### src/design/frd_pkg.sv
// ----------------------------------------------------------------------------
// frd_pkg
// Shared types and constants of the fold region detector.
// ----------------------------------------------------------------------------
package frd_pkg;

  localparam logic [2:0] KIND_EMPTY  = 3'd1;
  localparam logic [2:0] KIND_START  = 3'd2;
  localparam logic [2:0] KIND_STOP   = 3'd3;
  localparam logic [2:0] KIND_INDENT = 3'd4;
  localparam logic [2:0] KIND_IGNORE = 3'd5;

  localparam int QUEUE_DEPTH = 4;

  typedef struct packed {
    logic [2:0]  line_kind;
    logic [11:0] line_indent;
    logic [31:0] line_start;
    logic [31:0] line_end;
    logic [31:0] first_text;
    logic [31:0] buffer_end;
    logic        final_line;
  } line_item_t;

  typedef struct packed {
    logic [31:0] range_start;
    logic [31:0] range_end;
    logic        none_found;
    logic        overflowed;
    logic        end_of_list;
  } range_item_t;

  typedef struct packed {
    logic [31:0] offset;
    logic [11:0] indent;
  } stack_entry_t;

  typedef struct packed {
    logic [31:0] start;
    logic [31:0] stop;
  } range_pair_t;

  // One range from the front part, or the end-of-buffer token when last is set.
  typedef struct packed {
    logic        last;
    logic        overflowed;
    range_pair_t pair;
  } fold_event_t;

  function automatic logic pair_less(input range_pair_t a, input range_pair_t b);
    return (a.start < b.start) || ((a.start == b.start) && (a.stop < b.stop));
  endfunction

endpackage

### src/design/frd_queue.sv
// ----------------------------------------------------------------------------
// frd_queue
// Short FIFO of range events between the front and the back part.
// ----------------------------------------------------------------------------
module frd_queue (
  input  logic                 clk,
  input  logic                 rst,
  input  logic                 in_valid,
  output logic                 in_ready,
  input  frd_pkg::fold_event_t in_data,
  output logic                 out_valid,
  input  logic                 out_ready,
  output frd_pkg::fold_event_t out_data
);
  import frd_pkg::*;

  localparam int QW = $clog2(QUEUE_DEPTH);
  localparam int QC = $clog2(QUEUE_DEPTH + 1);

  fold_event_t    slots [QUEUE_DEPTH];
  logic [QW-1:0]  wptr;
  logic [QW-1:0]  rptr;
  logic [QC-1:0]  count;
  logic           wr;
  logic           rd;

  assign in_ready  = count != QC'(QUEUE_DEPTH);
  assign out_valid = count != '0;
  assign out_data  = slots[rptr];
  assign wr        = in_valid && in_ready;
  assign rd        = out_valid && out_ready;

  always_ff @(posedge clk) begin
    if (wr) begin
      slots[wptr] <= in_data;
    end
  end

  always_ff @(posedge clk) begin
    if (rst) begin
      wptr  <= '0;
      rptr  <= '0;
      count <= '0;
    end else begin
      if (wr) wptr <= wptr + QW'(1);
      if (rd) rptr <= rptr + QW'(1);
      if (wr && !rd)      count <= count + QC'(1);
      else if (rd && !wr) count <= count - QC'(1);
    end
  end

endmodule

### config.mk
export PLATFORM = sky130hd
export DESIGN_NAME = frd_queue
export DESIGN_NICKNAME = d
export VERILOG_FILES = /design/src/design/frd_pkg.sv /design/src/design/frd_queue.sv
export SDC_FILE = /design/constraint.sdc
export NUM_CORES = 1
export LEC_CHECK = 0
export ABC_CLOCK_PERIOD_IN_PS = 3000
export BUFFER_PORTS_ARGS = -buffer_cell sky130_fd_sc_hd__buf_2
export CORE_UTILIZATION = 51
export DETAILED_ROUTE_END_ITERATION = 12
export GPL_TIMING_DRIVEN = 0
export PLACE_DENSITY = 0.75
export SYNTH_ARGS = -nofsm -noshare
export SYNTH_HDL_FRONTEND = slang
export SYNTH_SLANG_ARGS = --single-unit
### constraint.sdc
create_clock -name clk -period 3 [get_ports clk]
set_input_delay 0.6 -clock clk [delete_from_list [all_inputs] [get_ports clk]]
set_output_delay 0.6 -clock clk [all_outputs]
set_load 0.05 [all_outputs]
Word-level counts from Yosys, hierarchy flattened

Memory sizes are Yosys's and may differ from the RTL's. A register that Yosys moved wholly into a read port is not among the register bits.
Cells that the tools add are included.

Input port bits: 70
Output and inout port bits: 68
Logic and storage cells: 23
Register bits: 7
Bits in writable memories: 264
Memories kept: 1

Memory list:

| name  | depth | width | read ports | clocked after Yosys merged registers in | wr ports | RTL line        | source |
|---|---|---|---|---|---|---|---|
| slots | 4     | 66    | 1          | 1                                       | 1        | frd_queue.sv:20 | `fold_event_t slots [QUEUE_DEPTH];` |

Equality and inequality tests: 1
Add/subtract/negate cells: 4
Muxes and demuxes: 6
Reductions and logical operators: 8

Operator list:

| kind                                              | number |
|---|---|
| 2-to-1 mux 3 bit                                  | 2 |
| adder 2 x 1 -> 2 bit (second input constant)      | 2 |
| logical AND 1 bit                                 | 4 |
| 2-to-1 mux 2 bit                                  | 2 |
| adder 3 x 1 -> 3 bit (second input constant)      | 1 |
| != test 3 bit (second input constant)             | 1 |
| nonzero test 3 bit                                | 1 |
| subtractor 3 x 1 -> 3 bit (second input constant) | 1 |
| logical NOT 1 bit                                 | 2 |
| 2-to-1 mux 1 bit                                  | 2 |
| nonzero test 2 bit                                | 1 |

Depth between registers and ports, before layout

Depth after elaboration: 6
Gate-level depth with buffers: 8
Mapped depth without buffers: 8

Least setup slack after synthesis

OpenSTA, ideal clock, no wires.

Path type: input-to-reg
Start: input in_valid
End: memory slots[2][0] in the netlist's numbering (enable)
Data required time: 2.569 ns
Library setup time: 0.431 ns
Stages: 2
Arrival: 2.458 ns
Slack: 0.111 ns
Buffers on the path: 0
Cells stage by stage: a21boi_2 and2_1

Cells in the longest elaborated chain, start to end: 3

Ends and longest elaborated chain:

| element                                | RTL line        | source |
|---|---|---|
| from (decl)                            | frd_queue.sv:8  | `input logic in_valid,` |
| logical AND 1 bit                      | frd_queue.sv:30 | `assign wr = in_valid && in_ready;` |
| 2-to-1 mux 1 bit                       | frd_queue.sv:34 | `if (wr) begin` |
| 2-to-1 mux 1 bit (not written as such) | frd_queue.sv:35 | `slots[wptr] <= in_data;` |
| to (decl)                              | frd_queue.sv:20 |  |

Every way passes these cells.

==> results.toml <==
[power_and_ir_drop]
leakage_nw = 4.08
ir_drop_mv = 0.654
powerDensity_nw_per_um2 = 983

[cts]
cts_tree = "built"
clk_transition_reported_paths_ns = 0.06
cts_setup_buffers = 0
htree_levels = 1
clockBufferDepth = 3
hold_buffers = 0
clkLatencyLatePin_ns = 0.52
cts_root_buf = "clkbuf_16"
numCtsBuffers = 27
cts.sinks = 273
cts.repair.resized = 0

[sta]
period_needed_ns = 2.71
fin_hold_ws_ns = 0.289
setup-violations-final = 0
slew_viol_final = 0
achievable-frequency_mhz = 369
hold_viol = 0
period_share_pct = 90.2
slew_headroom_pct = 58.6
worst_pin_slew_ns = 0.621
grt_setup_unrepaired = "false"
skew_ns = 0.00762

[drt]
routedWlPerCell_um = 20.6
viasPerCell = 5.34
drtIter0Drc = 197
drc = 0
firstDrtPassIters = 6
finalWirelength_mm = 17.4
ant_nets = 0
vias = 4502

[logic_synthesis]
synth.avg_cell_area_um2 = 25.5
seq_area_frac_synth_pct = 81.2
yosys_warnings = 0
netlist_area_um2 = 9980
syn_inst = 392
syn_nets = 468
ys_types = 23
ys_ff_latch = 273

[layout]
area_growth_pct = 20.4
drive_gt1_share_pct = 46.0
final_util_pct = 63.4
instances_no_fill = 843
nNetsFinal = 637

[critical_path]
crit_type = "reg -> out"
cp_slowest_cell = "mux4_2"
cpPeakStageDelay_ns = 0.53
arrival_ns = 2.11
worst-path-max-fanout = 10
required_ns = 2.40
end_kind = "primary output"
cpMostUsedCell = "buf_6"
path_cells = "buf_6 -> buf_6 -> mux4_2 -> buf_2"
startpoint_type = "flop"

[placed_design]
portBuffers = 136
place.gp.congestion = 0.718
hpwl_mm = 10.7
dp.cells = 792

[grt]
grt_max_degree = 39
grt_pass1_vias = 4940
antenna_found_initial = 0
grt_use_total_pct = 18.1
grt_pass1_wl_mm = 27.1
overflow = 0

[floorplan]
die_y_um = 142
dieArea_um2 = 20100
ios = 138
fp-row-count = 50
initial_core_util_pct = 52.7
fp.dieW_um = 142
core_area_um2 = 19000

[outcome]
status = "complete, no violations"

[flow_run]
maxCapViolations = 0

[hold_path]
hp-class = "in -> reg"
placed cells by master (no fill, tap or decap), drive strengths merged, types with 2 or more instances in the layout:
cell / netlist / routed
buf: 12 / 152
nor2: 8 / 8
dfxtp: 9 / 9
ha: 5 / 5
mux2i: 2 / 2
mux4: 66 / 66
clkbuf: 3 / 36
xor2: 4 / 4
nand2b: 2 / 2
inv: 3 / 5
and2: 4 / 4
bufinv: 0 / 3
edfxtp: 264 / 264
or3: 2 / 2
clkinv: 0 / 11
per-stage QoR:
step | setup WS (ns) | total power [mW] | setup TNS, ns | area (um^2)
floorplan | 0.111 | 7.74 | 0 | 9980
global placement | -1.21 | 8.52 | -317.85 | 11000
detailed placement | 0.523 | 8.60 | 0 | 11100
CTS | 0.232 | 12.0 | 0 | 12000
global route | 0.190 | 12.3 | 0 | 12000
finish | 0.293 | 11.8 | 0 | 12000
routing by layer:
metal,global-route usage (%),share of wire (%),wire length [um]
met5,0,0,0
met4,4.87,2.4,419
met3,4.32,6.2,1080
met2,31.3,51,8900
met1,22.9,40,6980
Yosys cell counts:
cell        n  area share [%]
inv_1       3            0.11
buf_6       5            0.56
nor2_1      8            0.30
o31ai_1     1           0.075
buf_4       2            0.15
o21ai_0     1           0.050
a21oi_1     1           0.050
buf_2       5            0.25
dfxtp_1     9             1.8
o311ai_0    1           0.088
edfxtp_1  264              79
mux4_2     66              15
and2_1      4            0.25
fa_1        1            0.20
nand2_1     1           0.038
ha_1        5            0.63
mux2_2      1            0.11
nand2b_1    2            0.13
clkbuf_1    3            0.11
mux2i_1     2            0.20
a21boi_2    1            0.11
or3_1       2            0.13
xor2_1      4            0.35
final timing paths:
check / slack, ns / cells past startpoint / endpoint / startpoint
min: 0.29 / 1 / slots[3][31] / in_data[31]
min reg2reg: 0.53 / 2 / flop / rptr[0]
max reg2reg: 0.55 / 8 / count[2] / count[0]
max: 0.29 / 4 / out_data[32] / flop
flip-flops by register name, summed over array words and instances (netlist names), named ones only:
signal,flops
rptr,2
count,3
wptr,2
slots,264
cells by family (layout without fill, tap and decap cells):
group	after synthesis	in the layout	share of synthesized area (%)
XOR/XNOR	4	4	0.351
AND/OR/NAND/NOR	17	17	0.840
AO/OA/AOI/OAI	5	5	0.376
multiplexers	69	69	15.2
flip-flops	273	273	81.2
other	0	1	0
adder cells (fa/ha/maj)	6	6	0.827
buffers and inverters	18	208	1.19
critical path: cells and delay by family, from the launching register on:
kind | cells | cell delay (ns)
buffers and inverters | 3 | 0.66
multiplexers | 1 | 0.53
flip-flops | 1 | 0.39
where the power goes:
part           internal (mW)  switching, mW  total [mW]
sequential              4.63          0.116        4.74
clock                   2.00           1.34        3.34
combinational           1.18           2.54        3.73
layout make-up:
| type | instances | area [um^2] |
|---|---|---|
| clock inverters | 17 | 165 |
| fillers | 1315 | 6940 |
| multi-input cells | 101 | 1770 |
| diodes | 1 | 2.50 |
| plain buffers | 15 | 108 |
| well taps | 260 | 325 |
| flip-flops and latches | 273 | 8110 |
| repair buffers | 140 | 791 |
| clock buffers | 33 | 738 |
| inverters | 3 | 11.3 |
No activity file was read; power rests on OpenSTA's default activity.
