## config.mk

```make
export PLATFORM = sky130hd
export DESIGN_NAME = frd_front
export DESIGN_NICKNAME = d
export VERILOG_FILES = /design/src/design/frd_pkg.sv /design/src/design/frd_ram.sv /design/src/design/frd_front.sv
export SDC_FILE = /design/constraint.sdc
export NUM_CORES = 2
export LEC_CHECK = 0
export ABC_AREA = 1
export BUFFER_PORTS_ARGS = -buffer_cell sky130_fd_sc_hd__buf_2
export CAP_MARGIN = 20
export CORE_UTILIZATION = 26
export CTS_BUF_LIST = sky130_fd_sc_hd__clkbuf_8
export DETAILED_ROUTE_END_ITERATION = 10
export PLACE_DENSITY = 0.4
export SLEW_MARGIN = 30
export SYNTH_ARGS = -nofsm -noshare
export SYNTH_HDL_FRONTEND = slang
export SYNTH_HIERARCHICAL = 1
export SYNTH_SLANG_ARGS = --single-unit
```

## constraint.sdc

```tcl
create_clock -name clk -period 9.61 [get_ports clk]
set_clock_uncertainty 0.15 [all_clocks]
set_input_delay 1.4415 -clock clk [delete_from_list [all_inputs] [get_ports clk]]
set_output_delay 1.4415 -clock clk [all_outputs]
set_load 0.03 [all_outputs]
```

## src/design/frd_pkg.sv

```systemverilog
// ----------------------------------------------------------------------------
// frd_pkg
// Shared types and constants of the fold region detector.
// ----------------------------------------------------------------------------
package frd_pkg;

  localparam logic [2:0] KIND_EMPTY  = 3'd1;
  localparam logic [2:0] KIND_START  = 3'd2;
  localparam logic [2:0] KIND_STOP   = 3'd3;
  localparam logic [2:0] KIND_INDENT = 3'd4;
  localparam logic [2:0] KIND_IGNORE = 3'd5;

  localparam int QUEUE_DEPTH = 4;

  typedef struct packed {
    logic [2:0]  line_kind;
    logic [11:0] line_indent;
    logic [31:0] line_start;
    logic [31:0] line_end;
    logic [31:0] first_text;
    logic [31:0] buffer_end;
    logic        final_line;
  } line_item_t;

  typedef struct packed {
    logic [31:0] range_start;
    logic [31:0] range_end;
    logic        none_found;
    logic        overflowed;
    logic        end_of_list;
  } range_item_t;

  typedef struct packed {
    logic [31:0] offset;
    logic [11:0] indent;
  } stack_entry_t;

  typedef struct packed {
    logic [31:0] start;
    logic [31:0] stop;
  } range_pair_t;

  // One range from the front part, or the end-of-buffer token when last is set.
  typedef struct packed {
    logic        last;
    logic        overflowed;
    range_pair_t pair;
  } fold_event_t;

  function automatic logic pair_less(input range_pair_t a, input range_pair_t b);
    return (a.start < b.start) || ((a.start == b.start) && (a.stop < b.stop));
  endfunction

endpackage

```

## src/design/frd_ram.sv

```systemverilog
// ----------------------------------------------------------------------------
// frd_ram
// Generic single-write, single-read RAM with registered read data.
// ----------------------------------------------------------------------------
module frd_ram #(
  parameter int WIDTH = 32,
  parameter int DEPTH = 16
) (
  input  logic                     clk,
  input  logic                     wr_en,
  input  logic [$clog2(DEPTH)-1:0] wr_addr,
  input  logic [WIDTH-1:0]         wr_data,
  input  logic [$clog2(DEPTH)-1:0] rd_addr,
  output logic [WIDTH-1:0]         rd_data
);

  logic [WIDTH-1:0] mem [DEPTH];

  always_ff @(posedge clk) begin
    if (wr_en) begin
      mem[wr_addr] <= wr_data;
    end
    rd_data <= mem[rd_addr];
  end

endmodule

```

## src/design/frd_front.sv

```systemverilog
// ----------------------------------------------------------------------------
// frd_front
// Line sequencer: keeps the marker and indent stacks and issues ranges.
// ----------------------------------------------------------------------------
module frd_front #(
  parameter int STACK_DEPTH = 16
) (
  input  logic                clk,
  input  logic                rst,
  input  logic                push,
  output logic                full,
  input  frd_pkg::line_item_t line,
  output logic                ev_valid,
  input  logic                ev_ready,
  output frd_pkg::fold_event_t ev
);
  import frd_pkg::*;

  localparam int SAW = $clog2(STACK_DEPTH);
  localparam int SCW = $clog2(STACK_DEPTH + 1);

  localparam logic [3:0] S_IDLE     = 4'd0;
  localparam logic [3:0] S_CLOSE_RD = 4'd1;
  localparam logic [3:0] S_CLOSE    = 4'd2;
  localparam logic [3:0] S_ACT      = 4'd3;
  localparam logic [3:0] S_STOP_RD  = 4'd4;
  localparam logic [3:0] S_STOP     = 4'd5;
  localparam logic [3:0] S_DONE     = 4'd6;
  localparam logic [3:0] S_FLUSH_RD = 4'd7;
  localparam logic [3:0] S_FLUSH    = 4'd8;
  localparam logic [3:0] S_TOKEN    = 4'd9;

  logic [3:0]     state;
  line_item_t     item;
  logic [SCW-1:0] mdepth;
  logic [SCW-1:0] idepth;
  logic [SCW-1:0] scan;
  logic [31:0]    prev_end;
  logic           ovf;

  logic [SCW-1:0] i_dec;
  logic [SCW-1:0] scan_dec;
  logic           m_we;
  logic           i_we;
  stack_entry_t   new_entry;
  stack_entry_t   m_rd;
  stack_entry_t   i_rd;
  logic           close_hit;
  logic           close_emit;
  logic           stop_hit;

  assign i_dec     = idepth - SCW'(1);
  assign scan_dec  = scan - SCW'(1);
  assign new_entry = '{offset: item.line_end, indent: item.line_indent};
  assign m_we = (state == S_ACT) && (item.line_kind == KIND_START) &&
                (mdepth != SCW'(STACK_DEPTH));
  assign i_we = (state == S_ACT) && (item.line_kind == KIND_INDENT) &&
                (idepth != SCW'(STACK_DEPTH));

  frd_ram #(.WIDTH($bits(stack_entry_t)), .DEPTH(STACK_DEPTH)) u_marker_ram (
    .clk     (clk),
    .wr_en   (m_we),
    .wr_addr (mdepth[SAW-1:0]),
    .wr_data (new_entry),
    .rd_addr (scan_dec[SAW-1:0]),
    .rd_data (m_rd)
  );

  frd_ram #(.WIDTH($bits(stack_entry_t)), .DEPTH(STACK_DEPTH)) u_indent_ram (
    .clk     (clk),
    .wr_en   (i_we),
    .wr_addr (idepth[SAW-1:0]),
    .wr_data (new_entry),
    .rd_addr (i_dec[SAW-1:0]),
    .rd_data (i_rd)
  );

  assign close_hit  = item.line_indent <= i_rd.indent;
  assign close_emit = i_rd.offset < prev_end;
  assign stop_hit   = m_rd.indent == item.line_indent;
  assign full       = state != S_IDLE;

  always_comb begin
    ev       = '0;
    ev_valid = 1'b0;
    case (state)
      S_CLOSE: begin
        ev.pair  = '{start: i_rd.offset, stop: prev_end};
        ev_valid = close_hit && close_emit;
      end
      S_STOP: begin
        ev.pair  = '{start: m_rd.offset, stop: item.first_text};
        ev_valid = stop_hit;
      end
      S_FLUSH: begin
        ev.pair  = '{start: i_rd.offset, stop: item.buffer_end};
        ev_valid = 1'b1;
      end
      S_TOKEN: begin
        ev.last       = 1'b1;
        ev.overflowed = ovf;
        ev_valid      = 1'b1;
      end
      default: begin
        ev_valid = 1'b0;
      end
    endcase
  end

  always_ff @(posedge clk) begin
    if (rst) begin
      state    <= S_IDLE;
      mdepth   <= '0;
      idepth   <= '0;
      scan     <= '0;
      prev_end <= '0;
      ovf      <= 1'b0;
    end else begin
      case (state)
        S_IDLE: begin
          if (push) begin
            item <= line;
            if (!(line.line_kind inside {KIND_EMPTY, KIND_IGNORE}) && idepth != '0) begin
              state <= S_CLOSE_RD;
            end else begin
              state <= S_ACT;
            end
          end
        end
        S_CLOSE_RD: begin
          state <= S_CLOSE;
        end
        S_CLOSE: begin
          if (!close_hit) begin
            state <= S_ACT;
          end else if (!close_emit || ev_ready) begin
            idepth <= i_dec;
            state  <= (i_dec == '0) ? S_ACT : S_CLOSE_RD;
          end
        end
        S_ACT: begin
          case (item.line_kind)
            KIND_START: begin
              if (m_we) mdepth <= mdepth + SCW'(1);
              else      ovf <= 1'b1;
              state <= S_DONE;
            end
            KIND_INDENT: begin
              if (i_we) idepth <= idepth + SCW'(1);
              else      ovf <= 1'b1;
              state <= S_DONE;
            end
            KIND_STOP: begin
              if (mdepth != '0) begin
                scan  <= mdepth;
                state <= S_STOP_RD;
              end else begin
                state <= S_DONE;
              end
            end
            default: begin
              state <= S_DONE;
            end
          endcase
        end
        S_STOP_RD: begin
          state <= S_STOP;
        end
        S_STOP: begin
          if (stop_hit) begin
            if (ev_ready) begin
              mdepth <= scan_dec;
              state  <= S_DONE;
            end
          end else begin
            scan  <= scan_dec;
            state <= (scan_dec == '0) ? S_DONE : S_STOP_RD;
          end
        end
        S_DONE: begin
          prev_end <= item.line_end;
          if (!item.final_line) state <= S_IDLE;
          else if (idepth != '0) state <= S_FLUSH_RD;
          else state <= S_TOKEN;
        end
        S_FLUSH_RD: begin
          state <= S_FLUSH;
        end
        S_FLUSH: begin
          // close open indent blocks at the buffer end, innermost first
          if (ev_ready) begin
            idepth <= i_dec;
            state  <= (i_dec == '0) ? S_TOKEN : S_FLUSH_RD;
          end
        end
        S_TOKEN: begin
          if (ev_ready) begin
            mdepth   <= '0;
            idepth   <= '0;
            prev_end <= '0;
            ovf      <= 1'b0;
            state    <= S_IDLE;
          end
        end
        default: begin
          state <= S_IDLE;
        end
      endcase
    end
  end

  a_mdepth_bound: assert property (@(posedge clk) disable iff (rst)
    mdepth <= SCW'(STACK_DEPTH))
    else $error("marker stack depth beyond its size");

  a_idepth_bound: assert property (@(posedge clk) disable iff (rst)
    idepth <= SCW'(STACK_DEPTH))
    else $error("indent stack depth beyond its size");

  a_ev_hold: assert property (@(posedge clk) disable iff (rst)
    ev_valid && !ev_ready |=> ev_valid && $stable(ev))
    else $error("range event changed while waiting");

endmodule

```

* Yosys cells after proc, flatten, opt, wreduce, memory -nomap -nowiden
Memories as Yosys holds them, arrays and structs flattened. A register that Yosys moved wholly into a read port is not among the register bits. Index checks and enable logic that the tools add are counted.
Word-level totals: output and inout port bits 68, bits in registers 164, memories 2, word-level logic and storage cells 132, input bits 148, memory bits (writable) 1408
Operators by class: $add $sub $neg 4, $lt $le $gt $ge 2, bitwise operators 1, reductions and logical operators 29, multiplexer cells 46, eq/ne operators 36
Memory list:
- u_indent_ram.mem | depth 16, width 44, read ports 1, clocked after Yosys merged registers in 1, write ports 1, line frd_ram.sv:17 | logic [WIDTH-1:0] mem [DEPTH];
- u_marker_ram.mem | depth 16, width 44, read ports 1, clocked after Yosys merged registers in 1, write ports 1, line frd_ram.sv:17
Operators with widths (count):
- 64-bit case mux with 3 select lines | 1
- 5-bit 2-to-1 mux | 13
- 32-bit case mux with 2 select lines | 1
- 4-bit 2-to-1 mux | 10
- 4-bit case mux with 10 select lines | 1
- 32-bit < comparator | 1
- 32-bit 2-to-1 mux | 1
- 2-bit inequality test (second input constant) | 10
- 5-bit case mux with 4 select lines | 1
- 4-bit by 3-bit == test with 1-bit output (second input constant) | 4
- 5-bit case mux with 3 select lines | 1
- 12-bit == test | 1
- 12-bit <= comparator | 1
- 2-bit 2-to-1 mux | 6
- 3-bit inequality test (second input constant) | 4
- 5-bit by 1-bit adder with 5-bit output (second input constant) | 2
- 5-bit zero test | 2
- 5-bit inequality test (second input constant) | 2
- 5-bit case mux with 2 select lines | 1
- 5-bit AND reduction | 2
- 5-bit nonzero test | 2
- 5-bit by 1-bit subtractor with 5-bit output (second input constant) | 2
- 4-bit by 2-bit == test with 1-bit output (second input constant) | 2
- 4-bit == test (second input constant) | 2
- other kinds (23) | 45

* Logic depth before layout (Yosys ltp)
depth after elaboration 7, mapped depth 16, gate-level depth less buffers 16

* Modules after synthesis
The synthesis kept the hierarchy.
Modules (own cells, without submodules):
- frd_ram (u_indent_ram) | cells an instance 2905, sequential area each 22021.1 µm², times used 1, area each 30943.4 µm²
- frd_ram (u_marker_ram) | cells an instance 2903, sequential area each 22021.1 µm², times used 1, area each 30943.4 µm²
- frd_front | cells an instance 871, sequential area each 4404.2 µm², times used 1, area each 8281.7 µm²

* Worst setup path after synthesis
Ideal clock, no wire load.
kind input port to flip-flop, from in rst, to reg item[0] (netlist bit) (enable), library setup time 0.585 ns, slack 2.238 ns, data required time 8.875 ns, arrival time 6.637 ns, buffers on the path 2, cell stages on the path 5, path through clkbuf_1 -> inv_1 -> clkbuf_1 -> nand2_1 -> nor2_1
On the way: word-level cells in the longest chain between the ends 2
RTL lines:
- start: declaration | line frd_front.sv:9 | input logic rst,
- 1-bit inverter (no line)
- 3-bit AND reduction (no line)
- end signal: assignment | line frd_front.sv:122 | item <= line;
- end: declaration | line frd_front.sv:34 | line_item_t item;
Every way passes these cells. A chain may end at the register's enable or synchronous reset.

==> qor.txt <==
crit-path cells - inv_2, nor2_4, buf_4, nand2_2, nand2_2, a32o_1, buf_2
final WL - 223,500 um
Clock Tree Root - clkbuf_8
global route overflow - 0
CP max-delay cell - nand2_2
clock-pin slew on the worst setup and hold paths - 0.06 ns
area growth from synthesis to layout - 15.06%
Power Density - 294.0 nW/um^2
largest net degree at the start of global routing - 165
# resized after CTS - 0
Final ANT Viol Nets - 0
deepest clock path buffer count - 4
Post-route DRC - 0
Fmax - 0.1696 GHz
Chip Height - 521.5 um
sequential area share after synthesis - 0.6904
M1 GR Usage - 0.1988
PortBufs - 183
WL per Instance - 20.81 um
main flop type after synthesis - edfxtp_1
worst hold path class - reg2reg
Yosys cell types - 40
die area - 272,000 sq um
GR Util met2 - 0.2907
max incr delay on CP - 0.94 ns
setup_tns - 0 ns
Post-synth EDFFs - 1,520
yosys warns - 6
syn nets - 6,878
cell area after layout - 80,730 sq um
number of H-tree levels - 5
#FFs+latches synth - 1,660
Synth Instances - 6,679
Final GP Congestion - 0.7901
CP endpoint kind - output pin
gr usage total - 0.1633
Syn Std Cell Area - 70,170 sq um
post-DP HPWL - 117,700 um
Initial Util - 0.2617
RR Startpoint - idepth[0]$_SDFFE_PP0P_
CP most frequent cell - nand2_2
CP Data Arrival Time - 4.31 ns
Ports - 216
Die W - 521.5 um
first-pass GRT wire length - 322,800 um
Fin. Hold Viols - 0
Worst Path Required - 8.02 ns
starting DRC count in detailed routing - 3,160
Layout Cells excl Fill - 10,740
layout cell share with drive strength beyond 1 - 0.1004
Num CTS Buffers - 300
maximum vdd drop - 380.6 uV
crit path kind - reg2out
Detailed Routing Iterations Pass 1 - 7
via count of the routed design - 46,400
Rows - 190
Final nets - 7,161
period utilization - 0.6136
Max Cap Viol - 0
post-route minimum period - 5.897 ns
setup violators final - 0
max-slew violations - 0
initial antenna violation count - 12
M3 GR Usage - 0.02417
clk_lat worst skew - 1.01 ns
startpoint types - flop
Hold Path Origin - prev_end[7]$_SDFFE_PP0P_
Critical Path Start - state[1]$_SDFFE_PP0P_
relative slew slack - 0.3220
DP Area - 75,420 sq um
syn avg cell area - 10.51 sq um
RSZ-0062 raised after global routing - no
asr flop ratio synth - 0
CTS hold repair buffers - 0
vias in the first global route - 46,170
number of setup buffers added after CTS - 0
CP Max Fanout - 37
measured slew at the worst slew-check pin - 1.017 ns
P_leak - 33.40 nW
CTS tree - built
outcome - finished, final reports clean
core area - 268,200 sq um
Vias/cell - 4.319
clock sink count - 1,660
grt peak-use layer - met2
total placed cells including tap cells - 10,210
## metrics by stage
step,hold WS [ns],power (mW),worst slack (ns),utilization
final,0.3298,23.74,3.713,0.3011
after global placement,0.3171,18.05,4.685,0.2807
after detailed placement,0.3240,18.05,4.653,0.2813
after global routing,0.3478,25.29,3.429,0.3010
after floorplan,0.3077,14.48,2.238,-
after CTS,0.3264,24.24,3.518,0.3010
## kinds of logic after synthesis
kind of cell               after synthesis  share of synthesized area
AOI/OAI and AO/OA                      173                    0.01569
xor gates and xnor gates                20                   0.002496
adders and majority gates               51                   0.009094
buffers and inverters                 1496                    0.08482
DFF                                   1660                     0.6904
and+or+nand+nor                       3279                     0.1975
## Yosys cell counts, drive strengths merged (5+ instances only)
library cell / instances / area share
nor3: 11 / 0.00095
nand4: 8 / 0.00071
inv: 1169 / 0.063
nand2: 2008 / 0.11
a31oi: 5 / 0.00045
o211ai: 33 / 0.0035
o21ai: 32 / 0.0023
nand3: 1147 / 0.082
xor2: 14 / 0.0017
buf: 236 / 0.017
a22o: 31 / 0.0039
a21oi: 62 / 0.0044
ha: 51 / 0.0091
nor2: 98 / 0.0056
edfxtp: 1520 / 0.65
xnor2: 6 / 0.00075
dfxtp: 140 / 0.040
clkbuf: 87 / 0.0047
## metal layers
layer | wire length (um) | up-vias
met1 | 93650 | 22700
met5 | 0 | -
li1 | - | 22400
met3 | 8435 | 351
met4 | 7780 | 0
met2 | 113600 | 943
## power breakdown
group	total [mW]	switching, mW	internal (mW)
Clock	6.05	2.92	3.13
Combinational	8.88	6.57	2.32
Sequential	8.80	0.376	8.43
Total	23.7	9.86	13.9
## cell usage in the layout (no fill, tap or decap), types with 5 or more instances in the layout
master	n
clkbuf_8	324
clkinv_1	48
a31oi_1	5
a22o_1	31
inv_6	5
ha_1	51
nand4_1	8
buf_12	5
o211ai_1	33
inv_1	1279
o21ai_1	5
xor2_1	12
dfxtp_1	140
o21ai_0	27
inv_2	12
clkinv_2	17
buf_4	101
nor2_1	60
nand2_2	5
a21oi_1	62
nor3_1	10
diode_2	7
nor2_4	37
edfxtp_1	1520
nand3_1	1147
xnor2_1	6
nand2_1	2002
buf_2	183
buf_6	11
## final timing paths
check	depth (start not counted)	to	slack [ns]
min	2	prev_end[7]$_SDFFE_PP0P_	0.33
max	7	ev[32]	3.71
min reg2reg	2	prev_end[7]$_SDFFE_PP0P_	0.33
max reg2reg	8	u_indent_ram/mem[14][18]$_DFFE_PP_	5.52
## flip-flops by register name (all words and copies together) (netlist names)
name,flops
item,112
idepth,5
scan,5
ovf,1
state,4
u_marker_ram/mem,704
u_indent_ram/mem,704
u_marker_ram/rd_data,44
mdepth,5
prev_end,32
u_indent_ram/rd_data,44
## critical path, delay by kind of cell (launching register included)
kind                   cells  cell delay [ns]
AND/OR/NAND/NOR            3             1.61
flip-flops                 1             0.49
AO/OA/AOI/OAI              1             0.40
buffers and inverters      3             0.78
## layout make-up
class / instances / area, sq um
Fill cell: 27710 / 187400
Sequential cell: 1660 / 48450
Multi-Input combinational cell: 3523 / 16060
Inverter: 1173 / 4461
Clock buffer: 324 / 4459
Tap cell: 3552 / 4444
Timing Repair Buffer: 304 / 2008
Clock inverter: 199 / 834.6
Antenna cell: 7 / 17.52
Power figures use the tool's default switching activity.
